<file path="config.mk">
export PLATFORM = sky130hd
export DESIGN_NAME = rmst_queue
export DESIGN_NICKNAME = d
export VERILOG_FILES = /design/src/design/assert_macros.svh /design/src/design/rmst_pkg.sv /design/src/design/rmst_queue.sv
export SDC_FILE = /design/constraint.sdc
export NUM_CORES = 1
export LEC_CHECK = 0
export BUFFER_PORTS_ARGS = -buffer_cell sky130_fd_sc_hd__buf_2
export CAP_MARGIN = 10
export CELL_PAD_IN_SITES_DETAIL_PLACEMENT = 1
export CELL_PAD_IN_SITES_GLOBAL_PLACEMENT = 2
export CORE_ASPECT_RATIO = 0.7
export CORE_MARGIN = 4
export CORE_UTILIZATION = 39
export DETAILED_ROUTE_END_ITERATION = 7
export GPL_TIMING_DRIVEN = 0
export PLACE_DENSITY_LB_ADDON = 0.1
export SLEW_MARGIN = 20
export SYNTH_ARGS = -nofsm -noshare
export SYNTH_HDL_FRONTEND = slang
export SYNTH_SLANG_ARGS = --single-unit
</file>
<file path="constraint.sdc">
create_clock -name clk -period 4.45 [get_ports clk]
set_input_delay 1.1125 -clock clk [delete_from_list [all_inputs] [get_ports clk]]
set_output_delay 1.1125 -clock clk [all_outputs]
set_load 0.1 [all_outputs]
</file>
<file path="src/design/assert_macros.svh">
// Assertion helpers shared by the sparse-table RTL.
// Both forms are clocked on the rising edge and held off while reset is high.
`ifndef ASSERT_MACROS_SVH
`define ASSERT_MACROS_SVH
`ifndef SYNTHESIS
`define RMST_ASSERT(label, clk, rst, prop, msg) \
  label: assert property (@(posedge clk) disable iff (rst) (prop)) else $error(msg);
`define RMST_ASSERT_NEXT(label, clk, rst, cond, expect_next, msg) \
  label: assert property (@(posedge clk) disable iff (rst) (cond) |=> (expect_next)) \
    else $error(msg);
`else
`define RMST_ASSERT(label, clk, rst, prop, msg)
`define RMST_ASSERT_NEXT(label, clk, rst, cond, expect_next, msg)
`endif
`endif

</file>
<file path="src/design/rmst_pkg.sv">
`default_nettype none

package rmst_pkg;

  // fixed field widths
  localparam int DATA_W = 32;
  localparam int IDX_W  = 11;
  localparam int OP_W   = 2;
  localparam int STAT_W = 2;

  // defaults for the top-level parameters
  localparam int DEF_MAX_ELEMENTS = 1024;
  localparam int DEF_LEVELS       = 11;
  localparam int DEF_QUEUE_DEPTH  = 2;

  // request opcodes
  typedef enum logic [OP_W-1:0] {
    OP_APPEND = 2'd0,
    OP_QUERY  = 2'd1,
    OP_CLEAR  = 2'd2,
    OP_NOP    = 2'd3
  } op_t;

  // result status codes
  typedef enum logic [STAT_W-1:0] {
    ST_OK        = 2'd0,
    ST_BAD_RANGE = 2'd1,
    ST_FULL      = 2'd2
  } status_t;

  // work handed from front to back
  typedef enum logic [1:0] {
    CMD_APPEND = 2'd0,
    CMD_QUERY  = 2'd1,
    CMD_REPLY  = 2'd2
  } cmd_kind_t;

  // back-end sequencer states
  typedef enum logic [2:0] {
    B_IDLE    = 3'd0,
    B_APPEND  = 3'd1,
    B_QUERY_A = 3'd2,
    B_QUERY_B = 3'd3,
    B_EMIT    = 3'd4
  } back_state_t;

  // element position width for a table depth
  function automatic int pos_width(int max_elements);
    return (max_elements > 1) ? $clog2(max_elements) : 1;
  endfunction

  // packed command width: kind, status, value, two positions, level
  function automatic int cmd_width(int pos_w, int lvl_w);
    return $bits(cmd_kind_t) + $bits(status_t) + DATA_W + 2 * pos_w + lvl_w;
  endfunction

endpackage

`default_nettype wire

</file>
<file path="src/design/rmst_queue.sv">
`default_nettype none

module rmst_queue import rmst_pkg::*; #(
  parameter int WIDTH = DATA_W,
  parameter int DEPTH = DEF_QUEUE_DEPTH
) (
  input  logic             clk,
  input  logic             rst,
  input  logic             push_valid,
  output logic             push_ready,
  input  logic [WIDTH-1:0] push_data,
  output logic             pop_valid,
  input  logic             pop_ready,
  output logic [WIDTH-1:0] pop_data
);

  localparam int PTR_W  = (DEPTH > 1) ? $clog2(DEPTH) : 1;
  localparam int FILL_W = $clog2(DEPTH + 1);

  logic [WIDTH-1:0]  entries [DEPTH];
  logic [PTR_W-1:0]  rd_ptr;
  logic [PTR_W-1:0]  wr_ptr;
  logic [FILL_W-1:0] fill;
  logic              push;
  logic              pop;

  assign push_ready = (fill != FILL_W'(DEPTH));
  assign pop_valid  = (fill != '0);
  assign push       = push_valid && push_ready;
  assign pop        = pop_valid && pop_ready;
  assign pop_data   = entries[rd_ptr];

  // pointers and fill level
  always_ff @(posedge clk) begin
    if (rst) begin
      rd_ptr <= '0;
      wr_ptr <= '0;
      fill   <= '0;
    end else begin
      if (push) begin
        wr_ptr <= (wr_ptr == PTR_W'(DEPTH - 1)) ? '0 : wr_ptr + PTR_W'(1);
      end
      if (pop) begin
        rd_ptr <= (rd_ptr == PTR_W'(DEPTH - 1)) ? '0 : rd_ptr + PTR_W'(1);
      end
      if (push && !pop) begin
        fill <= fill + FILL_W'(1);
      end else if (pop && !push) begin
        fill <= fill - FILL_W'(1);
      end
    end
  end

  // storage
  always_ff @(posedge clk) begin
    if (push) begin
      entries[wr_ptr] <= push_data;
    end
  end

endmodule

`default_nettype wire

</file>
### Word-level counts from Yosys, hierarchy flattened

Memories as Yosys holds them, arrays and structs flattened. A register that Yosys moved wholly into a read port is not among the register bits.
Cells that the tools add are included.

* input port bits: 36
* memory bits (writable): 64
* register bits: 4
* logic and storage cells: 25
* memories: 1
* output and inout port bits: 34
* bits in latches: 0
* ROM bits: 0

* add/subtract/negate cells: 4
* equal/unequal tests: 1
* reduce and logical (&&, ||, !) cells: 8
* $mul: 0
* bitwise operators: 0
* div/mod/pow operators: 0
* order comparisons: 0
* shift-type cells: 0
* multiplexer cells: 8

Memory list
* entries: words 2, bits a word 32, read ports 1, clocked after memory_dff 1, wr ports 1, RTL line rmst_queue.sv:20 `logic [WIDTH-1:0] entries [DEPTH];`

Operators by type and width (number)
* $mux W1: 6
* $logic_and A1 B1 Y1: 4
* $mux W2: 2
* $reduce_bool A2 Y1: 2
* $add A1 B1 Y1 const B: 2
* $add A2 B1 Y2 const B: 1
* $logic_not A1 Y1: 2
* $ne A2 B2 Y1 const B: 1
* $sub A2 B1 Y2 const B: 1

### Longest topological paths before layout

Gate-level depths: netlist of run 1.

* word-level depth: 6
* depth in mapped cells: 6
* mapped depth without buffers: 6

### Worst setup path before layout of run 1

No wires, ideal clock.

* path type: register to register
* from: register fill[0]
* to: memory entries[1][0] (netlist name), enable pin
* path buffers: 0
* path slack: 1.860 ns
* data required time: 4.058 ns
* clock period less this slack: 2.590 ns
* data arrival time: 2.198 ns
* cell stages (with the launch flop): 3
* library setup time: 0.392 ns
* cell sequence: dfxtp_1 > nand2b_1 > and3_1

* cells in the longest elaborated chain, start to end: 4

RTL lines
* from (decl): RTL line rmst_queue.sv:23 `logic [FILL_W-1:0] fill;`
* from (signal assigned): RTL line rmst_queue.sv:47 `fill <= fill + FILL_W'(1);`
* from (signal assigned): RTL line rmst_queue.sv:49 `fill <= fill - FILL_W'(1);`
* $ne A2 B2 Y1: RTL line rmst_queue.sv:27 `assign push_ready = (fill != FILL_W'(DEPTH));`
* via push_ready: RTL line rmst_queue.sv:10 `output logic push_ready,`
* $logic_and A1 B1 Y1: RTL line rmst_queue.sv:29 `assign push = push_valid && push_ready;`
* $mux W1: RTL line rmst_queue.sv:56 `if (push) begin`
* $mux W1 (not written as such): RTL line rmst_queue.sv:57 `entries[wr_ptr] <= push_data;`
* to (decl): RTL line rmst_queue.sv:20

The timed path passes the listed nets, and every way through them passes these cells.

==> results of run 1 <==
## cell type report
| cell class | instances | area, um2 | area share |
|---|---|---|---|
| plain buffers | 4 | 20.02 | 0.006297 |
| clock buffers | 11 | 131.4 | 0.04132 |
| clock inverters | 5 | 51.30 | 0.01614 |
| inverters | 1 | 3.754 | 0.001181 |
| multi-input cells | 50 | 480.5 | 0.1511 |
| flip-flops and latches | 69 | 2022 | 0.6360 |
| well taps | 78 | 97.59 | 0.03070 |
| repair buffers | 70 | 372.9 | 0.1173 |
## routing by layer
| metal | vias to the layer above | global-route usage | wire length (um) |
|---|---|---|---|
| met5 | - | 0 | 0 |
| met4 | 0 | 0.06195 | 72 |
| met3 | 7 | 0.04911 | 288 |
| met2 | 40 | 0.2145 | 2370 |
| met1 | 667 | 0.1421 | 1928 |
| li1 | 641 | - | - |
## critical path, cell delays in order, from the launching register on
cell and delay [ns]:
dfxtp_1 0.33, clkbuf_2 0.15, buf_2 0.27, mux2_2 0.37, buf_2 0.30
## logic make-up after synthesis
| kind of cell | share of synthesized area |
|---|---|
| flip-flops | 0.8008 |
| multiplexers | 0.1427 |
| AND/OR/NAND/NOR | 0.01983 |
| AO/OA/AOI/OAI | 0.01189 |
| buffers and inverters | 0.009410 |
| XOR/XNOR | 0.01041 |
| adder cells (fa/ha/maj) | 0.004955 |
## registers in the layout, summed over array words and instances (netlist names), named ones only
register  count
wr_ptr        1
fill          2
entries      64
rd_ptr        1
## stage by stage
step           utilization  instance area [um2]  setup slack, ns  std cells  hold slack (ns)
2_1_floorplan            -                 2525            1.860        124           0.4705
3_3_place_gp        0.4752                 2968            1.613        271           0.4873
3_5_place_dp        0.4798                 2997            1.919        272           0.5116
4_1_cts             0.5090                 3179            1.541        288           0.5266
5_1_grt             0.5090                 3179            1.474        288           0.5405
6_report            0.5090                 3179            1.582        288           0.5139
## cell usage in the layout, fill, tap and decap left out
cell type,count
a21bo_2,1
a21oi_1,2
and2_1,1
and3_2,1
buf_16,1
buf_2,72
bufinv_16,1
clkbuf_1,2
clkbuf_2,1
clkbuf_8,9
clkinv_1,1
clkinv_2,2
clkinvlp_4,1
dfxtp_1,5
edfxtp_1,64
ha_1,1
inv_2,1
mux2_1,2
mux2_2,30
nand2b_1,1
nand3b_1,1
nor2_1,3
o21ai_0,2
or2_2,1
or3_1,1
xor2_1,3
## worst max path at each step
stage	cells past startpoint	from	end
floorplan	2	fill[0]	entries[1][0]
detailed placement	4	flip-flop	pop_data[5]
global route	4	flip-flop	pop_data[8]
CTS	4	flip-flop	pop_data[27]
global placement	2	push_valid	entries[1][1]
finish	4	flip-flop	pop_data[27]
==> flow_metrics.env, run 1 <==
export IMPL_reg2reg_depth=3
export IMPL_setup_viol_count_final=0
export IMPL_vias=1355
export IMPL_cts_buffers_inserted=9
export IMPL_maxSlewHeadroom=0.5158
export IMPL_clockBufferDepth=2
export IMPL_row_count=24
export IMPL_synth_flop_cell="edfxtp_1"
export IMPL_r2r_start="fill[0]"
export IMPL_cp_max_fo=10
export IMPL_fp_dieW_um=104.2
export IMPL_r2r_end="entries[0][27]"
export IMPL_post_dp_hpwl_um=3312
export IMPL_hold_viol_final=0
export IMPL_synth_area_leader_cell="edfxtp_1"
export IMPL_period_share=0.6446
export IMPL_clk_latency_ns=0.33
export IMPL_grt_first_pass_wirelength_um=7265
export IMPL_gp_congestion=0.6605
export IMPL_yosys_top_cells_area="edfxtp_1 (76%), mux2_2 (13%), dfxtp_1 (4.0%), xor2_1 (1.0%), mux2_1 (0.89%)"
export IMPL_cts_root_buf="clkbuf_8"
export IMPL_cts_setup_buffers=0
export IMPL_io_buffers=69
export IMPL_slew_violations=0
export IMPL_worstHoldStart="rd_ptr"
export IMPL_status="complete, no violations"
export IMPL_hold_path_class="reg -> reg"
export IMPL_period_needed_ns=2.868
export IMPL_antenna_diode_count=0
export IMPL_setup_tns_ns=0
export IMPL_ys_ff_latch=69
export IMPL_die_area_um2=7846
export IMPL_worst_pin_slew_ns=0.7252
export IMPL_synth_edf_count=64
export IMPL_grt_max_degree=33
export IMPL_nets=242
export IMPL_htree_levels=3
export IMPL_cts_resized_gates=0
export IMPL_grt_total_usage=0.1253
export IMPL_antenna_found_initial=0
export IMPL_whs_endpoint="rd_ptr"
export IMPL_drtIter0Drc=57
export IMPL_r2r_slack_ns=2.77
export IMPL_ys_async_sr_fraction=0
export IMPL_yosys_area_top_type_share=0.7611
export IMPL_yosys_warnings=0
export IMPL_synth_most_common_cell="edfxtp_1"
export IMPL_syn_area_per_cell_um2=20.36
export IMPL_maxCapViolations=0
export IMPL_coreArea_um2=6246
export IMPL_skew_ns=0.005299
export IMPL_cp_arrival_ns=1.76
export IMPL_syn_nets=161
export IMPL_drc=0
export IMPL_clock_sinks=69
export IMPL_nFillCells=600
export IMPL_end_kind="output port"
export IMPL_routed_via_density=4.705
export IMPL_fmax_ghz=0.3486
export IMPL_initial_core_util=0.4042
export IMPL_post_route_cells_drive_above_1_share=0.5762
export IMPL_synthDistinctLibCells=19
export IMPL_clkTransAtPathRegs_ns=0.06
export IMPL_worstSetupPathType="reg -> out"
export IMPL_io_pins=70
export IMPL_cp_required_ns=3.34
export IMPL_antenna_left=0
export IMPL_post_drt_wl_per_cell_um=16.18
export IMPL_seq_area_frac_synth=0.8008
export IMPL_yosys_top_cells_count="edfxtp_1 (64), mux2_2 (30), dfxtp_1 (5)"
export IMPL_rsz0062_at_grt="false"
export IMPL_cts_hold_buffers=0
export IMPL_synthCells=124
export IMPL_overflow=0
export IMPL_hold_depth=2
export IMPL_drt_pass1_iterations=5
export IMPL_cts_tree="yes"
export IMPL_routed_wirelength_um=4659
export IMPL_grt_pass1_vias=1469
export IMPL_area_delta_synth_final_pct=25.92
export IMPL_chipHeight_um=75.32
export IMPL_startpoint_type="flip-flop"
export IMPL_syn_cell_area_um2=2525
Power of run 1 is left out: the tool's default activity adds up to more than one toggle a clock period on the data nets, which glitch-free logic cannot reach.
==> inputs of run 2 (changes only) <==
--- a/config.mk
+++ b/config.mk
@@ -11,7 +11,7 @@
 export CELL_PAD_IN_SITES_GLOBAL_PLACEMENT = 2
 export CORE_ASPECT_RATIO = 0.7
 export CORE_MARGIN = 4
-export CORE_UTILIZATION = 39
+export CORE_UTILIZATION = 37
 export DETAILED_ROUTE_END_ITERATION = 7
 export GPL_TIMING_DRIVEN = 0
 export PLACE_DENSITY_LB_ADDON = 0.1
==> constraint.sdc (replaced) <==
create_clock -name clk -period 2.7 [get_ports clk]
set_input_delay 0.675 -clock clk [delete_from_list [all_inputs] [get_ports clk]]
set_output_delay 0.675 -clock clk [all_outputs]
set_load 0.1 [all_outputs]
==> flow_metrics.env, run 2 (synthesis results as in run 1) <==
export IMPL_chipHeight_um=77.12
export IMPL_antenna_found_initial=0
export IMPL_cp_required_ns=2.03
export IMPL_period_needed_ns=2.398
export IMPL_grt_max_degree=33
export IMPL_fmax_ghz=0.4170
export IMPL_clk_latency_ns=0.33
export IMPL_io_buffers=69
export IMPL_nets=242
export IMPL_post_drt_wl_per_cell_um=15.30
export IMPL_final_common_cell="buf_2"
export IMPL_htree_levels=3
export IMPL_top_regs="entries: 64 flops, fill: 2 flops"
export IMPL_critPathBufInv=3
export IMPL_clock_sinks=69
export IMPL_cts_hold_buffers=0
export IMPL_startpoint_type="flip-flop"
export IMPL_worstSetupPathType="reg -> out"
export IMPL_layout_common_cells="buf_2 (72), edfxtp_1 (64), mux2_2 (30), clkbuf_8 (9), dfxtp_1 (5)"
export IMPL_routed_via_density=4.525
export IMPL_fp_dieW_um=106.7
export IMPL_coreArea_um2=6426
export IMPL_grt_pass1_vias=1504
export IMPL_initial_core_util=0.3929
export IMPL_hold_viol_final=0
export IMPL_cts_setup_buffers=0
export IMPL_hold_path_class="reg -> reg"
export IMPL_crit_chain="clkbuf_2, buf_2, mux2_2, buf_2"
export IMPL_post_route_cells_drive_above_1_share=0.5721
export IMPL_clockBufferDepth=2
export IMPL_grt_first_pass_wirelength_um=7569
export IMPL_slowest_delay_ns=0.38
export IMPL_area_delta_synth_final_pct=24.78
export IMPL_slowest_stage="mux2_2"
export IMPL_status="complete, no violations"
export IMPL_drc=0
export IMPL_vias=1353
export IMPL_worst_pin_slew_ns=0.7134
export IMPL_maxSlewHeadroom=0.5237
export IMPL_largest_reg_flops=64
export IMPL_routed_wirelength_um=4576
export IMPL_cts_buffers_inserted=9
export IMPL_die_area_um2=8231
export IMPL_drt_pass1_iterations=4
export IMPL_maxCapViolations=0
export IMPL_gp_congestion=0.6581
export IMPL_overflow=0
export IMPL_io_pins=70
export IMPL_clkTransAtPathRegs_ns=0.06
export IMPL_crit_path_frequent_cell="buf_2"
export IMPL_slew_violations=0
export IMPL_cts_root_buf="clkbuf_8"
export IMPL_setup_viol_count_final=0
export IMPL_cpLargestDelayFamily="buffers and inverters"
export IMPL_skew_ns=0.004762
export IMPL_antenna_left=0
export IMPL_cp_arrival_ns=1.72
export IMPL_rsz0062_at_grt="false"
export IMPL_regMostFlops="entries"
export IMPL_end_kind="output port"
export IMPL_grt_total_usage=0.1221
export IMPL_post_dp_hpwl_um=3195
export IMPL_cp_max_fo=10
export IMPL_period_share=0.8883
export IMPL_cts_tree="yes"
export IMPL_cts_resized_gates=0
export IMPL_row_count=24
export IMPL_setup_tns_ns=0
export IMPL_drtIter0Drc=32
export IMPL_antenna_diode_count=0
run 2: metrics by stage:
step	setup WS (ns)	utilization	hold WS (ns)	cell area [um2]	std cells
after floorplan	0.1098	-	0.4705	2525	124
after global placement	0.2886	0.4644	0.4870	2984	284
after detailed placement	0.6327	0.4677	0.5017	3005	285
after CTS	0.2524	0.4903	0.5097	3151	299
after global routing	0.1601	0.4903	0.4996	3151	299
final	0.3017	0.4903	0.5130	3151	299
run 2: final cells by class:
cell class | instances | area, um2
fill | 654 | 3276
sequential | 69 | 2022
multi-input combinational | 50 | 480.5
timing repair buffer | 70 | 365.4
clock buffer | 10 | 127.6
tap | 91 | 113.9
buffer | 4 | 20.02
clock inverter | 4 | 17.52
inverter | 1 | 3.754
run 2: final timing paths:
path | from | cells after the start | slack [ns] | endpoint
min reg2reg | rd_ptr | 2 | 0.51 | rd_ptr
min | rd_ptr | 2 | 0.51 | rd_ptr
max reg2reg | fill[0] | 3 | 1.02 | entries[0][15]
max | flip-flop | 4 | 0.30 | pop_data[10]
run 2: worst reg2reg max path: stages (launching register included):
cell and delay [ns]:
dfxtp_1 0.41, nand2b_1 0.21, nand3b_1 0.14, inv_2 0.54
run 2: metal layers:
layer | part of all wire | vias up | GRT usage
met1 | 0.42 | 663 | 0.1446
met4 | 0.0059 | 0 | 0.03448
met5 | 0 | - | 0
li1 | - | 637 | -
met2 | 0.49 | 49 | 0.1903
met3 | 0.086 | 4 | 0.06963
Power of run 2 is left out for the same reason.
