### src/design/assert_macros.svh
// Assertion helpers shared by the sparse-table RTL.
// Both forms are clocked on the rising edge and held off while reset is high.
`ifndef ASSERT_MACROS_SVH
`define ASSERT_MACROS_SVH
`ifndef SYNTHESIS
`define RMST_ASSERT(label, clk, rst, prop, msg) \
  label: assert property (@(posedge clk) disable iff (rst) (prop)) else $error(msg);
`define RMST_ASSERT_NEXT(label, clk, rst, cond, expect_next, msg) \
  label: assert property (@(posedge clk) disable iff (rst) (cond) |=> (expect_next)) \
    else $error(msg);
`else
`define RMST_ASSERT(label, clk, rst, prop, msg)
`define RMST_ASSERT_NEXT(label, clk, rst, cond, expect_next, msg)
`endif
`endif

### src/design/rmst_pkg.sv
`default_nettype none

package rmst_pkg;

  // fixed field widths
  localparam int DATA_W = 32;
  localparam int IDX_W  = 11;
  localparam int OP_W   = 2;
  localparam int STAT_W = 2;

  // defaults for the top-level parameters
  localparam int DEF_MAX_ELEMENTS = 1024;
  localparam int DEF_LEVELS       = 11;
  localparam int DEF_QUEUE_DEPTH  = 2;

  // request opcodes
  typedef enum logic [OP_W-1:0] {
    OP_APPEND = 2'd0,
    OP_QUERY  = 2'd1,
    OP_CLEAR  = 2'd2,
    OP_NOP    = 2'd3
  } op_t;

  // result status codes
  typedef enum logic [STAT_W-1:0] {
    ST_OK        = 2'd0,
    ST_BAD_RANGE = 2'd1,
    ST_FULL      = 2'd2
  } status_t;

  // work handed from front to back
  typedef enum logic [1:0] {
    CMD_APPEND = 2'd0,
    CMD_QUERY  = 2'd1,
    CMD_REPLY  = 2'd2
  } cmd_kind_t;

  // back-end sequencer states
  typedef enum logic [2:0] {
    B_IDLE    = 3'd0,
    B_APPEND  = 3'd1,
    B_QUERY_A = 3'd2,
    B_QUERY_B = 3'd3,
    B_EMIT    = 3'd4
  } back_state_t;

  // element position width for a table depth
  function automatic int pos_width(int max_elements);
    return (max_elements > 1) ? $clog2(max_elements) : 1;
  endfunction

  // packed command width: kind, status, value, two positions, level
  function automatic int cmd_width(int pos_w, int lvl_w);
    return $bits(cmd_kind_t) + $bits(status_t) + DATA_W + 2 * pos_w + lvl_w;
  endfunction

endpackage

`default_nettype wire

### src/design/rmst_front.sv
`default_nettype none
`include "assert_macros.svh"

module rmst_front import rmst_pkg::*; #(
  parameter int MAX_ELEMENTS = DEF_MAX_ELEMENTS,
  parameter int LEVELS       = DEF_LEVELS,
  localparam int POS_W = pos_width(MAX_ELEMENTS),
  localparam int LVL_W = $clog2(LEVELS),
  localparam int CNT_W = $clog2(MAX_ELEMENTS + 1),
  localparam int CMD_W = cmd_width(POS_W, LVL_W)
) (
  input  logic                     clk,
  input  logic                     rst,
  input  logic                     in_valid,
  output logic                     in_ready,
  input  logic [OP_W-1:0]          op,
  input  logic signed [DATA_W-1:0] value_in,
  input  logic [IDX_W-1:0]         left_index,
  input  logic [IDX_W-1:0]         right_index,
  output logic                     cmd_valid,
  input  logic                     cmd_ready,
  output logic [CMD_W-1:0]         cmd_data
);

  localparam int CMP_W = (IDX_W > CNT_W) ? IDX_W : CNT_W;
  localparam int KW    = $clog2(IDX_W);

  typedef struct packed {
    cmd_kind_t          kind;
    status_t            status;
    logic [DATA_W-1:0]  value;
    logic [POS_W-1:0]   pos_a;
    logic [POS_W-1:0]   pos_b;
    logic [LVL_W-1:0]   lvl;
  } cmd_t;

  logic [CNT_W-1:0] count;
  logic [CNT_W-1:0] count_next;
  cmd_t             cmd;
  logic             accept;
  logic             full;
  logic             bad_range;
  logic [IDX_W-1:0] len;
  logic [KW-1:0]    k_raw;
  logic [KW-1:0]    k_cap;
  logic [IDX_W-1:0] span;

  assign in_ready  = cmd_ready;
  assign cmd_valid = in_valid;
  assign accept    = in_valid && in_ready;
  assign cmd_data  = cmd;

  // range checks
  assign full      = (count == CNT_W'(MAX_ELEMENTS));
  assign bad_range = (left_index == '0) || (right_index < left_index) ||
                     (CMP_W'(right_index) > CMP_W'(count));
  assign len       = right_index - left_index + IDX_W'(1);

  // floor log2 of the range length
  always_comb begin
    k_raw = '0;
    for (int i = 0; i < IDX_W; i++) begin
      if (len[i]) begin
        k_raw = KW'(i);
      end
    end
  end

  // level cap
  always_comb begin
    k_cap = k_raw;
    if (int'(k_raw) > LEVELS - 1) begin
      k_cap = KW'(LEVELS - 1);
    end
  end

  assign span = IDX_W'(1) << k_cap;

  // classify the request
  always_comb begin
    cmd        = '0;
    count_next = count;
    case (op_t'(op))
      OP_APPEND: begin
        if (full) begin
          cmd.kind   = CMD_REPLY;
          cmd.status = ST_FULL;
        end else begin
          cmd.kind   = CMD_APPEND;
          cmd.status = ST_OK;
          cmd.value  = value_in;
          cmd.pos_a  = POS_W'(count);
          count_next = count + CNT_W'(1);
        end
      end
      OP_QUERY: begin
        if (bad_range) begin
          cmd.kind   = CMD_REPLY;
          cmd.status = ST_BAD_RANGE;
        end else begin
          cmd.kind   = CMD_QUERY;
          cmd.status = ST_OK;
          cmd.pos_a  = POS_W'(left_index - IDX_W'(1));
          cmd.pos_b  = POS_W'(right_index - span);
          cmd.lvl    = LVL_W'(k_cap);
        end
      end
      OP_CLEAR: begin
        cmd.kind   = CMD_REPLY;
        cmd.status = ST_OK;
        count_next = '0;
      end
      default: begin
        cmd.kind   = CMD_REPLY;
        cmd.status = ST_OK;
      end
    endcase
  end

  // element count
  always_ff @(posedge clk) begin
    if (rst) begin
      count <= '0;
    end else if (accept) begin
      count <= count_next;
    end
  end

  `RMST_ASSERT(a_count_bound, clk, rst, count <= CNT_W'(MAX_ELEMENTS),
    "element count beyond table depth")
  `RMST_ASSERT_NEXT(a_full_keeps_count, clk, rst,
    accept && op == OP_APPEND && full, count == $past(count),
    "append to full table changed the count")

endmodule

`default_nettype wire

### config.mk
export PLATFORM = sky130hd
export DESIGN_NAME = rmst_front
export DESIGN_NICKNAME = d
export VERILOG_FILES = /design/src/design/rmst_pkg.sv /design/src/design/rmst_front.sv
export VERILOG_INCLUDE_DIRS = /design/src /design/src/design
export SDC_FILE = /design/constraint.sdc
export NUM_CORES = 1
export LEC_CHECK = 0
export BUFFER_PORTS_ARGS = -buffer_cell sky130_fd_sc_hd__buf_2
export CORE_AREA = 2 2 95 79
export DETAILED_ROUTE_END_ITERATION = 10
export DIE_AREA = 0 0 97 81
export PLACE_DENSITY = 0.85
export REMOVE_ABC_BUFFERS = 1
export SYNTH_ARGS = -nofsm -noshare
export SYNTH_HDL_FRONTEND = slang
export SYNTH_SLANG_ARGS = --single-unit
export TNS_END_PERCENT = 5
### constraint.sdc
create_clock -name clk -period 3.8 [get_ports clk]
set_input_delay 0 -clock clk [delete_from_list [all_inputs] [get_ports clk]]
set_output_delay 0 -clock clk [all_outputs]
set_load 0.05 [all_outputs]
# Word-level counts from Yosys, hierarchy flattened
# Cells that the tools add are included.
# classes
add_sub_neg,5
n_eq_ne,4
reduce_logical,7
magnitude_cmp,3
n_shift,1
muxes,21
# op_table
cell,count
2-to-1 mux 4 bit,12
2-to-1 mux 42 bit,1
2-to-1 mux 32 bit,1
2-to-1 mux 24 bit,1
adder 11 x 1 -> 11 bit (second input constant),2
case mux 11 bit (2 select lines),1
case mux 10 bit (2 select lines),1
2-to-1 mux 14 bit,1
== test 11 bit (second input constant),1
> comparator 11 bit,1
logical NOT 11 bit,1
< comparator 11 bit,1
2-to-1 mux 11 bit,1
subtractor 11 bit,1
left shift 1 x 4 -> 10 bit (first input constant),1
subtractor 10 x 1 -> 10 bit (second input constant),1
subtractor 10 bit,1
case mux 4 bit (2 select lines),1
> comparator 4 bit (second input constant),1
AND reduction 3 bit,1
== test 2 x 1 -> 1 bit (second input constant),1
== test 2 bit (second input constant),1
logical NOT 2 bit,1
logical OR 1 bit,2
other kinds (4),4
# word_totals
input_bits,60
elab_cells,42
reg_bits,11

# Logic depth before layout (Yosys ltp)
# Gate-level depths: netlist of run 1.
# logic_depth
depth_word,18
depth_mapped,20

# Worst setup path after synthesis of run 1
# Ideal clock, no wire load.
# synth_timing
kind,input to output
start,input port left_index[1]
end,output port cmd_data[12]
arrival_time_ns,4.630
stages,20
required_ns,3.800
slack_ns,-0.830
path_buffers,0
cell_sequence,inv_1 > ha_1 > inv_1 > ha_1 > inv_1 > fa_1 > nor2b_1 > o31a_1 > xor2_1 > a2111oi_2 > o41ai_2 > and2_1 > ha_1 > fa_1 > nor2b_1 > o21ai_0 > nand2b_1 > a311oi_1 > o31a_1 > nor3_1
# synth_via
elab_chain_len,18
word_cells_on_any_way,22
classes_between,add/sub (3); order compare (2); shift (1); mux (13); reduce/logical (3)
# synth_lines
element,line_no,text
start: declaration,rmst_front.sv:18,"input logic [IDX_W-1:0] left_index,"
subtractor 11 bit,rmst_front.sv:57,assign len = right_index - left_index + IDX_W'(1);
adder 11 x 1 -> 11 bit,rmst_front.sv:57,
2-to-1 mux 1 bit,rmst_front.sv:63,if (len[i]) begin
2-to-1 mux 4 bit (9 in series),rmst_front.sv:63,
> comparator 4 bit,rmst_front.sv:72,if (int'(k_raw) > LEVELS - 1) begin
2-to-1 mux 4 bit,rmst_front.sv:72,
left shift 1 x 4 -> 10 bit,rmst_front.sv:77,assign span = IDX_W'(1) << k_cap;
subtractor 10 bit,rmst_front.sv:104,cmd.pos_b = POS_W'(right_index - span);
2-to-1 mux 24 bit (*),rmst_front.sv:97,if (bad_range) begin
2-to-1 mux 14 bit (*),rmst_front.sv:83,case (op_t'(op))
end: declaration,rmst_front.sv:22,output logic [CMD_W-1:0] cmd_data
# Mark *: on every way between the ends. The rest lies on a longest branch, timed or not.

# Worst setup path in the final report of run 1
# layout_timing
start,input port left_index[5]
end,output port cmd_data[13]
# layout_via
elab_chain_len,14
word_cells_on_any_way,18
classes_between,add/sub (3); order compare (2); shift (1); mux (9); reduce/logical (3)
# layout_lines
element,line_no
subtractor 11 bit,rmst_front.sv:57
adder 11 x 1 -> 11 bit,rmst_front.sv:57
2-to-1 mux 4 bit (6 in series),rmst_front.sv:63
> comparator 4 bit,rmst_front.sv:72
2-to-1 mux 4 bit,rmst_front.sv:72
left shift 1 x 4 -> 10 bit,rmst_front.sv:77
subtractor 10 bit,rmst_front.sv:104
2-to-1 mux 24 bit (*),rmst_front.sv:97
2-to-1 mux 14 bit (*),rmst_front.sv:83
# Marks and branches as above.

==> results of run 1 <==
[metrics by stage]
step | instances | power (mW) | setup slack [ps] | hold slack [ps] | utilization
finish | 713 | 1.20 | -366 | 141 | 0.680
floorplan | 399 | 0.590 | -830 | 0 | -
CTS | 704 | 1.11 | -233 | 131 | 0.650
global route | 713 | 1.27 | -449 | 150 | 0.680
global placement | 694 | 0.898 | -306 | 192 | 0.610
detailed placement | 694 | 0.920 | -516 | 212 | 0.610
[power groups by stage]
stage          registers (mW)  logic [mW]  clock network, mW
4_1_cts                 0.117       0.875              0.116
5_1_grt                 0.117        1.03              0.124
6_report                0.117       0.971              0.116
3_5_place_dp            0.119       0.801                  0
3_3_place_gp            0.119       0.779                  0
2_1_floorplan           0.119       0.471                  0
[worst max-delay path: cells and delay by family]
kind / cells / cell delay [ps]
AOI/OAI and AO/OA: 5 / 1220
and+or+nand+nor: 5 / 900
adders and majority gates: 3 / 930
buffers and inverters: 5 / 550
muxes: 2 / 550
[cells by family (layout without fill, tap and decap cells)]
| group | count (synthesis) | in the layout | share of synthesized area |
|---|---|---|---|
| xor+xnor | 30 | 30 | 0.0872 |
| mux | 4 | 4 | 0.0150 |
| compound gates | 84 | 84 | 0.205 |
| flops | 11 | 11 | 0.0731 |
| buf+inv | 56 | 266 | 0.0748 |
| fa+ha+maj | 49 | 49 | 0.219 |
| simple gates | 179 | 179 | 0.326 |
[synthesized netlist by cell type, drive strengths merged (3+ instances only)]
library cell,count,area [µm²]
a211o,3,26.3
a211oi,7,52.6
a21o,5,37.5
a21oi,12,60.1
a311oi,4,41.3
and2,8,50.1
and3,37,236
buf,3,26.3
clkbuf,11,41.3
dfxtp,11,220
fa,6,120
ha,43,538
inv,42,158
mux2i,3,33.8
nand2,30,113
nand2b,7,43.8
nand3,10,50.1
nand4,9,56.3
nor2,36,135
nor2b,10,70.1
nor3,10,50.1
nor3b,3,22.5
nor4,7,58.8
o211ai,3,22.5
o21a,5,37.5
o21ai,24,120
o31a,3,26.3
or3,3,23.8
xnor2,23,201
xor2,7,61.3
[layout by cell type (no fill, tap or decap), types with 5 or more instances in the layout]
master	netlist	routed
nor2_1	36	34
a21o_1	5	5
xor2_1	7	6
nand3_1	10	10
ha_4	0	7
buf_2	0	110
inv_2	0	6
nor4_1	6	5
nand2_1	30	30
o21a_1	5	5
dfxtp_1	11	11
nand2b_1	7	6
o21ai_1	7	7
xnor2_1	23	22
nor3_1	10	10
nor2b_1	9	8
and2_1	8	8
buf_6	1	6
o21ai_0	17	16
nand4_1	9	9
a211oi_1	7	5
and3_1	36	36
buf_4	2	100
inv_1	42	33
ha_1	43	33
a21oi_1	12	10
[layout make-up]
| type | instances | area, µm² |
|---|---|---|
| clock buffers | 4 | 45.0 |
| fillers | 515 | 2260 |
| inverters | 42 | 168 |
| multi-input cells | 346 | 2810 |
| flip-flops and latches | 11 | 220 |
| well taps | 90 | 113 |
| repair buffers | 220 | 1430 |
[worst paths after layout]
check / startpoint / endpoint / slack, ps
setup / recovery: left_index[5] / cmd_data[13] / -370
hold reg to reg: count[1] / count[1] / 580
hold / removal: op[1] / count[0] / 140
setup reg to reg: count[2] / count[2] / 1410
[what timing repair did]
item | 4_1_cts | 5_1_grt
buffers inserted | 5 | 9
endpoints found under the hold margin | 2 | 0
setup endpoints to repair | 7 | 8
resized for setup | 40 | 37
pin swaps | 25 | 26
hold buffers | 1 | 0
[metal layers]
metal  vias to the layer above  part of all wire  track usage
met5                         -                 0            0
met1                      1911              0.43        0.357
met4                         0             0.018       0.0662
met3                        19             0.079       0.0637
met2                       183              0.47        0.446
li1                       1902                 -            -
==> metrics.cfg, run 1 <==
[grt]
track_usage = 0.269
grt_start_max_net_pins = 40
grt_pass1_wl_um = 17400
grt_pass1_vias = 3591
antenna_found_initial = 0
grt-ovfl-total = 0

[critical_path]
critPathKind = input pin to output pin
cp_max_fo = 3
cp-start-kind = input pin
reg2regPathDepth = 7
cp.required_ps = 3800
worst_path_max_delay_cell = fa_2
slowest_delay_ps = 480
cpMostUsedCell = nand2b_1
arrival_ps = 4170
end_kind = output pin
cp_cell_sequence = buf_2, inv_2, ha_4, inv_1, fa_2, nand2b_1, o221ai_2, a211oi_2, or3_4, buf_12, o41ai_4, nand2_1, ha_1, nand2b_1, a21o_1, a31oi_4, mux2i_2, nor3_1, mux2_4, buf_8

[min_path]
hold_class = input pin to flip-flop
holdPathStages = 3

[floorplanning]
pin_count = 122
die_h_um = 81
fp.dieW_um = 97
rows = 28
core_um2 = 7040
die-area_um2 = 7860
initial_core_util = 0.428

[synthesis]
synthFlopType = dfxtp_1
netlist_instances = 413
seq_area_frac_synth = 0.0731
synth-edff-count = 0
synth_warnings = 0
ys_async_sr_fraction = 0
syn_area_um2 = 3010
synth_cell_types = 63
synth_seq_cells = 11
synth_area_per_cell_um2 = 7.29

[sta]
rsz0062_at_grt = true
setup_ws_ps = -366
fin_tns_setup_ps = -1220
slew_headroom = 0.562
fmax_mhz = 240
period_minus_slack_ps = 4170
worst_slew_pin_slew_ps = 653
finalHoldViolCount = 0
setup_viol = 6
drv_slew = 0
period_share = 1.10
finalClockSkew_ps = 0.741

[placement]
numPortBuffers = 121
hpwlAfterDp_um = 9010
place_congestion = 0.877
placedInstanceArea_um2 = 4300

[final_layout]
finalInstanceArea_um2 = 4790
largest_reg_flops = 11
regMostFlops = count
drive_gt1_frac = 0.446
largest_registers = count (11)
fin_nets = 733
antenna_cells = 0
area_growth_syn_to_layout_pct = 58.9

[route]
num_vias = 4015
ant_nets = 0
firstDrtPassIters = 5
wirelength_um = 12100
first_iter_violations = 298
post_drt_wl_per_cell_um = 16.9
drc = 0
viasPerCell = 5.63

[clock_network]
cts_root_buf = clkbuf_8
clockBufferDepth = 2
clkSinkCount = 11
cts_tree = built
clk_pin_slew_ps = 50
numCtsBuffers = 3
htree_levels = 1
clkLatencyLatePin_ps = 230

[pwr]
pwr-share-comb = 0.806
swShare = 0.470
p_int_mw = 0.638
p_clk_frac = 0.097
p_leak_nw = 2.44
vdd_drop_max_v = 0.000136
p_switching_mw = 0.566
p_per_area_nw_per_um2 = 252
seqPwrFrac = 0.097

[run_status]
status = finished with violations
violations = negative setup slack

[flow_run]
drv_cap = 0

No activity file was read; power rests on OpenSTA's default activity.
==> run 2, diff against run 1 <==
- CORE_AREA: 2 2 95 79 -> 2 2 119 87
- DIE_AREA: 0 0 97 81 -> 0 0 121 89
- PLACE_DENSITY: 0.85 -> 0.67
==> metrics.cfg, run 2 (synthesized netlist as in run 1, its figures left out) <==
[critical_path]
cp.required_ps = 3800  ; about the same
cp_max_fo = 4  ; was 3
cpMostUsedCell = ha_1  ; was nand2b_1
arrival_ps = 4050  ; was 4170 ps
reg2regPathDepth = 7  ; unchanged
critPathKind = input pin to output pin  ; unchanged
slowest_delay_ps = 530  ; was 480 ps
cp_cell_sequence = clkbuf_4, inv_1, ha_1, ha_2, or2_2, o41a_1, buf_6, mux2i_4, nor4_4, o21ai_1, ha_1, o211ai_1, a21o_1, a31oi_4, mux2i_2, nor3_2, mux2_4, buf_8  ; was buf_2, inv_2, ha_4, inv_1, fa_2, nand2b_1, o221ai_2, a211oi_2, or3_4, buf_12, o41ai_4, nand2_1, ha_1, nand2b_1, a21o_1, a31oi_4, mux2i_2, nor3_1, mux2_4, buf_8
cp_num_cells = 18  ; was 20
cp_top_family = compound AO/OA/AOI/OAI gates  ; unchanged
reg2reg_from = count[0]  ; was count[2]
reg2reg_to = count[0]  ; was count[2]
end_kind = output pin  ; unchanged
crit_start = left_index[6]  ; was left_index[5]
worst_path_max_delay_cell = o41a_1  ; was fa_2
path_buf_inv = 4  ; was 5
r2r_setup_slack_ps = 1910  ; was 1410 ps
cp-start-kind = input pin  ; unchanged
cp-endpoint = cmd_data[13]  ; unchanged

[placement]
place_inst = 728  ; was 694
numPortBuffers = 121  ; unchanged
placedInstanceArea_um2 = 4310  ; was 4300 µm²
place_congestion = 0.938  ; was 0.877
hpwlAfterDp_um = 9580  ; was 9010 µm

[sta]
finalHoldViolCount = 0  ; unchanged
finalClockSkew_ps = 1.45  ; was 0.741 ps
setup_ws_ps = -254  ; was -366 ps
fin_tns_setup_ps = -805  ; was -1220 ps
period_minus_slack_ps = 4050  ; was 4170 ps
worst_slew_pin_slew_ps = 707  ; was 653 ps
fmax_mhz = 247  ; was 240 MHz
setup_viol = 7  ; was 6
drv_slew = 0  ; unchanged
rsz0062_at_grt = true  ; unchanged
slew_headroom = 0.528  ; was 0.562
period_share = 1.07  ; was 1.10

[floorplanning]
die_h_um = 89  ; was 81 µm
fp.dieW_um = 121  ; was 97 µm
initial_core_util = 0.317  ; was 0.428
rows = 30  ; was 28
die-area_um2 = 10800  ; was 7860 µm²
core_um2 = 9500  ; was 7040 µm²
pin_count = 122  ; unchanged

[grt]
grt-ovfl-total = 0  ; unchanged
track_usage = 0.202  ; was 0.269
antenna_found_initial = 0  ; unchanged
grt_start_max_net_pins = 37  ; was 40
grt_pass1_vias = 3467  ; was 3591
grt_pass1_wl_um = 17400  ; about the same

[route]
met3_wirelength_um = 909  ; was 959 µm
firstDrtPassIters = 5  ; unchanged
top_layer_used = met4  ; unchanged
first_iter_violations = 237  ; was 298
wl_met1_um = 5530  ; was 5240 µm
viasPerCell = 5.13  ; was 5.63
post_drt_wl_per_cell_um = 15.9  ; was 16.9 µm
dr_wl_met2_um = 5370  ; was 5640 µm
wirelength_um = 11900  ; was 12100 µm
drc = 0  ; unchanged
num_vias = 3834  ; was 4015
ant_nets = 0  ; unchanged

[clock_network]
htree_levels = 1  ; unchanged
clockBufferDepth = 2  ; unchanged
numCtsBuffers = 3  ; unchanged
cts_tree = built  ; unchanged
cts_root_buf = clkbuf_16  ; was clkbuf_8
clkLatencyLatePin_ps = 240  ; was 230 ps
clk_pin_slew_ps = 40  ; was 50 ps
clkSinkCount = 11  ; unchanged

[final_layout]
antenna_cells = 0  ; unchanged
finalInstanceArea_um2 = 4910  ; was 4790 µm²
final_common_cell = buf_2  ; unchanged
fin_nets = 730  ; was 733
regMostFlops = count  ; unchanged
drive_gt1_frac = 0.453  ; was 0.446
largest_registers = count (11)  ; unchanged
area_growth_syn_to_layout_pct = 63.1  ; was 58.9%
mostFrequentLayoutCells = 112 x buf_2, 96 x buf_4, 36 x and3_1, 35 x inv_1, 35 x nor2_1  ; was 110 x buf_2, 100 x buf_4, 36 x and3_1, 34 x nor2_1
fin_cells = 748  ; was 713
largest_reg_flops = 11  ; unchanged
fin_util = 0.517  ; was 0.680
fill_cells = 909  ; was 515

[pwr]
p_clk_frac = 0.154  ; was 0.097
power_mw = 1.26  ; was 1.20 mW
p_per_area_nw_per_um2 = 258  ; was 252 nW/µm²
p_leak_nw = 2.47  ; was 2.44 nW
swShare = 0.451  ; was 0.470
p_int_mw = 0.694  ; was 0.638 mW
vdd_drop_max_v = 0.000113  ; was 0.000136 V
p_switching_mw = 0.571  ; was 0.566 mW
seqPwrFrac = 0.093  ; was 0.097
pwr-share-comb = 0.754  ; was 0.806

[run_status]
status = finished with violations  ; unchanged
violations = negative setup slack  ; unchanged

[flow_run]
drv_cap = 0  ; unchanged

[min_path]
hold_class = input pin to flip-flop  ; unchanged

[run 2: cell count changes in the layout (fill, tap and decap cells not counted), sizes merged]
| cell | change |
|---|---|
| buf | -4 |
| clkbuf | +1 |
[run 2: power groups by stage]
| stage | logic [mW] | clock network (mW) | registers [mW] |
|---|---|---|---|
| floorplan | 0.471 | 0 | 0.119 |
| global placement | 0.769 | 0 | 0.119 |
| detailed placement | 0.785 | 0 | 0.119 |
| CTS | 0.881 | 0.195 | 0.117 |
| global route | 1.03 | 0.201 | 0.117 |
| finish | 0.953 | 0.194 | 0.117 |
[run 2: how the worst min path moves through the flow]
stage                     slack (ps)      from  depth (start not counted)         to
after floorplan                    0  in_valid                          0  cmd_valid
after global placement           190       rst                          2   count[1]
after detailed placement         190       rst                          2   count[1]
after CTS                        130     op[1]                          3   count[0]
after global routing             160     op[1]                          3   count[0]
final                            130     op[1]                          3   count[0]
[run 2: repair_timing]
action / CTS / global route
endpoints found under the hold margin: 2 / 0
setup endpoints to repair: 7 / 8
gates resized for setup: 50 / 34
hold buffers: 1 / 0
pin swaps: 19 / 24
buffers inserted: 9 / 6
[run 2: area by class of cell]
class / count / area [µm²] / area share
Inverter: 42 / 165 / 0.0336
Clock buffer: 4 / 78.8 / 0.0161
Timing Repair Buffer: 217 / 1390 / 0.282
Multi-Input combinational cell: 346 / 2900 / 0.591
Sequential cell: 11 / 220 / 0.0448
Tap cell: 128 / 160 / 0.0326
[run 2: worst min-delay path, stage by stage]
cell and delay (ps):
buf_2 150, or3_1 120, a21oi_1 50
[run 2: metal layers]
layer	GRT usage	vias to the layer above
li1	-	1896
met5	0	-
met1	0.313	1785
met3	0.0344	6
met2	0.299	147
met4	0.0211	0
[run 2: through the flow]
stage                     setup slack, ps  hold WS, ps
after floorplan                      -830            0
after global placement               -400          187
after detailed placement             -547          190
after CTS                            -268          127
after global routing                 -416          161
final                                -254          128
==> run 3, diff against run 2 <==
- CELL_PAD_IN_SITES_DETAIL_PLACEMENT: default -> 2
- CELL_PAD_IN_SITES_GLOBAL_PLACEMENT: default -> 2
- CORE_AREA: 2 2 119 87 -> 2 2 137 99
- DIE_AREA: 0 0 121 89 -> 0 0 139 101
- PLACE_DENSITY: 0.67 -> 0.87
==> metrics.cfg, run 3 (synthesized netlist as in run 1, its figures left out) <==
[clock_network]
clockBufferDepth = 2  ; unchanged
clkSinkCount = 11  ; unchanged
cts_tree = built  ; unchanged
cts_root_buf = clkbuf_16  ; unchanged
clkLatencyLatePin_ps = 250  ; was 240 ps
clk_pin_slew_ps = 50  ; was 40 ps
htree_levels = 1  ; unchanged
numCtsBuffers = 3  ; unchanged

[critical_path]
cp.required_ps = 3800  ; about the same
cp_max_fo = 3  ; was 4
reg2regPathDepth = 7  ; unchanged
arrival_ps = 4350  ; was 4050 ps
end_kind = output pin  ; unchanged
r2r_setup_slack_ps = 1630  ; was 1910 ps
reg2reg_from = count[0]  ; unchanged
slowest_delay_ps = 410  ; was 530 ps
critPathKind = input pin to output pin  ; unchanged
worst_path_max_delay_cell = a211oi_1  ; was o41a_1
cp-start-kind = input pin  ; unchanged
reg2reg_to = count[0]  ; unchanged
cp_cell_sequence = buf_2, inv_2, ha_4, inv_1, ha_2, inv_1, fa_2, buf_4, buf_4, xor2_2, a2bb2oi_1, nand2_1, a211oi_1, a21o_1, nand3_2, ha_4, o211ai_1, a21o_1, a31oi_4, mux2i_2, nor3_1, mux2_4, buf_8  ; was clkbuf_4, inv_1, ha_1, ha_2, or2_2, o41a_1, buf_6, mux2i_4, nor4_4, o21ai_1, ha_1, o211ai_1, a21o_1, a31oi_4, mux2i_2, nor3_2, mux2_4, buf_8

[route]
wirelength_um = 20700  ; was 11900 µm
drc = 0  ; unchanged
ant_nets = 0  ; unchanged
first_iter_violations = 226  ; was 237
post_drt_wl_per_cell_um = 25.8  ; was 15.9 µm
firstDrtPassIters = 5  ; unchanged
num_vias = 4366  ; was 3834
viasPerCell = 5.45  ; was 5.13

[pwr]
p_int_mw = 0.729  ; was 0.694 mW
swShare = 0.490  ; was 0.451
pwr-share-comb = 0.771  ; was 0.754
p_clk_frac = 0.147  ; was 0.154
p_switching_mw = 0.701  ; was 0.571 mW
p_per_area_nw_per_um2 = 280  ; was 258 nW/µm²
vdd_drop_max_v = 0.000107  ; was 0.000113 V
p_leak_nw = 2.55  ; was 2.47 nW
seqPwrFrac = 0.082  ; was 0.093
power_mw = 1.43  ; was 1.26 mW

[sta]
worst_slew_pin_slew_ps = 881  ; was 707 ps
setup_viol = 8  ; was 7
drv_slew = 0  ; unchanged
fmax_mhz = 230  ; was 247 MHz
setup_ws_ps = -553  ; was -254 ps
slew_headroom = 0.408  ; was 0.528
finalHoldViolCount = 0  ; unchanged
rsz0062_at_grt = true  ; unchanged
period_share = 1.15  ; was 1.07
period_minus_slack_ps = 4350  ; was 4050 ps
finalClockSkew_ps = 8.07  ; was 1.45 ps

[grt]
track_usage = 0.279  ; was 0.202
grt-ovfl-total = 0  ; unchanged
grt_use_met1 = 0.339  ; was 0.313
use_met3 = 0.0432  ; was 0.0344
met2_usage = 0.510  ; was 0.299
grt_start_max_net_pins = 37  ; unchanged
grt_busiest_layer = met2  ; was met1
grt_pass1_wl_um = 30100  ; was 17400 µm
grt_pass1_vias = 4921  ; was 3467
antenna_found_initial = 0  ; unchanged

[placement]
hpwlAfterDp_um = 14900  ; was 9580 µm
place_inst = 774  ; was 728
numPortBuffers = 121  ; unchanged
placedInstanceArea_um2 = 4420  ; was 4310 µm²
place_ws_ps = -882  ; was -547 ps
place_congestion = 0.879  ; was 0.938

[final_layout]
fill_cells = 1475  ; was 909
final_common_cell = buf_4  ; was buf_2
largest_reg_flops = 11  ; unchanged
mostFrequentLayoutCells = 112 x buf_4, 111 x buf_2, 37 x inv_1, 36 x and3_1, 35 x nor2_1  ; was 112 x buf_2, 96 x buf_4, 36 x and3_1, 35 x inv_1, 35 x nor2_1
drive_gt1_frac = 0.466  ; was 0.453
fin_cells = 801  ; was 748
fin_nets = 745  ; was 730
finalInstanceArea_um2 = 5120  ; was 4910 µm²
largest_registers = count (11)  ; unchanged
regMostFlops = count  ; unchanged
antenna_cells = 0  ; unchanged
area_growth_syn_to_layout_pct = 69.9  ; was 63.1%

[min_path]
hold_class = input pin to flip-flop  ; unchanged
holdPathStages = 3  ; unchanged
hold_start = op[1]  ; unchanged
whs_endpoint = count[0]  ; unchanged

[floorplanning]
rows = 35  ; was 30
core_um2 = 12800  ; was 9500 µm²
pin_count = 122  ; unchanged
die_h_um = 101  ; was 89 µm
fp.dieW_um = 139  ; was 121 µm
initial_core_util = 0.236  ; was 0.317
die-area_um2 = 14000  ; was 10800 µm²

[run_status]
status = finished with violations  ; unchanged
violations = negative setup slack  ; unchanged

[flow_run]
drv_cap = 0  ; unchanged

## run 3: timing repair
item / CTS / global route
endpoints found under the hold margin: 2 / 0
hold buffers: 1 / 0
gates resized for setup: 64 / 24
setup endpoints to repair: 9 / 9
setup buffers: 9 / 13
cloned: 0 / 0
pin swaps: 22 / 24
## run 3: layout make-up
type                       count  area (µm²)  share of cell area
tap                          166         208              0.0406
inverter                      42         163              0.0318
clock buffer                   4        78.8              0.0154
multi-input combinational    346        2940               0.575
timing repair buffer         232        1500               0.294
sequential                    11         220              0.0430
## run 3: how the worst max path moves through the flow
stage,startpoint,endpoint,slack (ps),cells past startpoint
2_1_floorplan,left_index[1],cmd_data[12],-830,20
3_3_place_gp,left_index[5],cmd_data[10],-480,21
3_5_place_dp,left_index[5],cmd_data[10],-880,21
4_1_cts,left_index[3],cmd_data[13],-450,19
5_1_grt,left_index[1],cmd_data[13],-670,23
6_report,left_index[1],cmd_data[13],-550,23
## run 3: metrics by stage
stage | setup TNS, ps | hold WS, ps | util
CTS | -1900 | 143 | 0.381
finish | -2830 | 176 | 0.400
global placement | -2190 | 194 | 0.346
global route | -3610 | 207 | 0.400
floorplan | -1970 | 0 | -
detailed placement | -5490 | 210 | 0.346
## run 3: routing by layer
metal | up-vias | wire, µm
li1 | 1922 | -
met5 | - | 0
met3 | 51 | 1020
met2 | 178 | 10500
met4 | 0 | 601
met1 | 2215 | 8580
## run 3: worst max-delay path: cells and delay by family
kind            cells  cell delay [ps]
buf+inv             7              740
compound gates      6             1430
fa+ha+maj           4             1070
simple gates        3              350
mux                 2              570
xor+xnor            1              200
## run 3: power by group through the flow
stage	registers, mW	logic [mW]	clock network, mW
3_5_place_dp	0.120	0.870	0
4_1_cts	0.117	0.976	0.213
5_1_grt	0.117	1.16	0.217
3_3_place_gp	0.119	0.797	0
2_1_floorplan	0.119	0.471	0
6_report	0.117	1.10	0.210
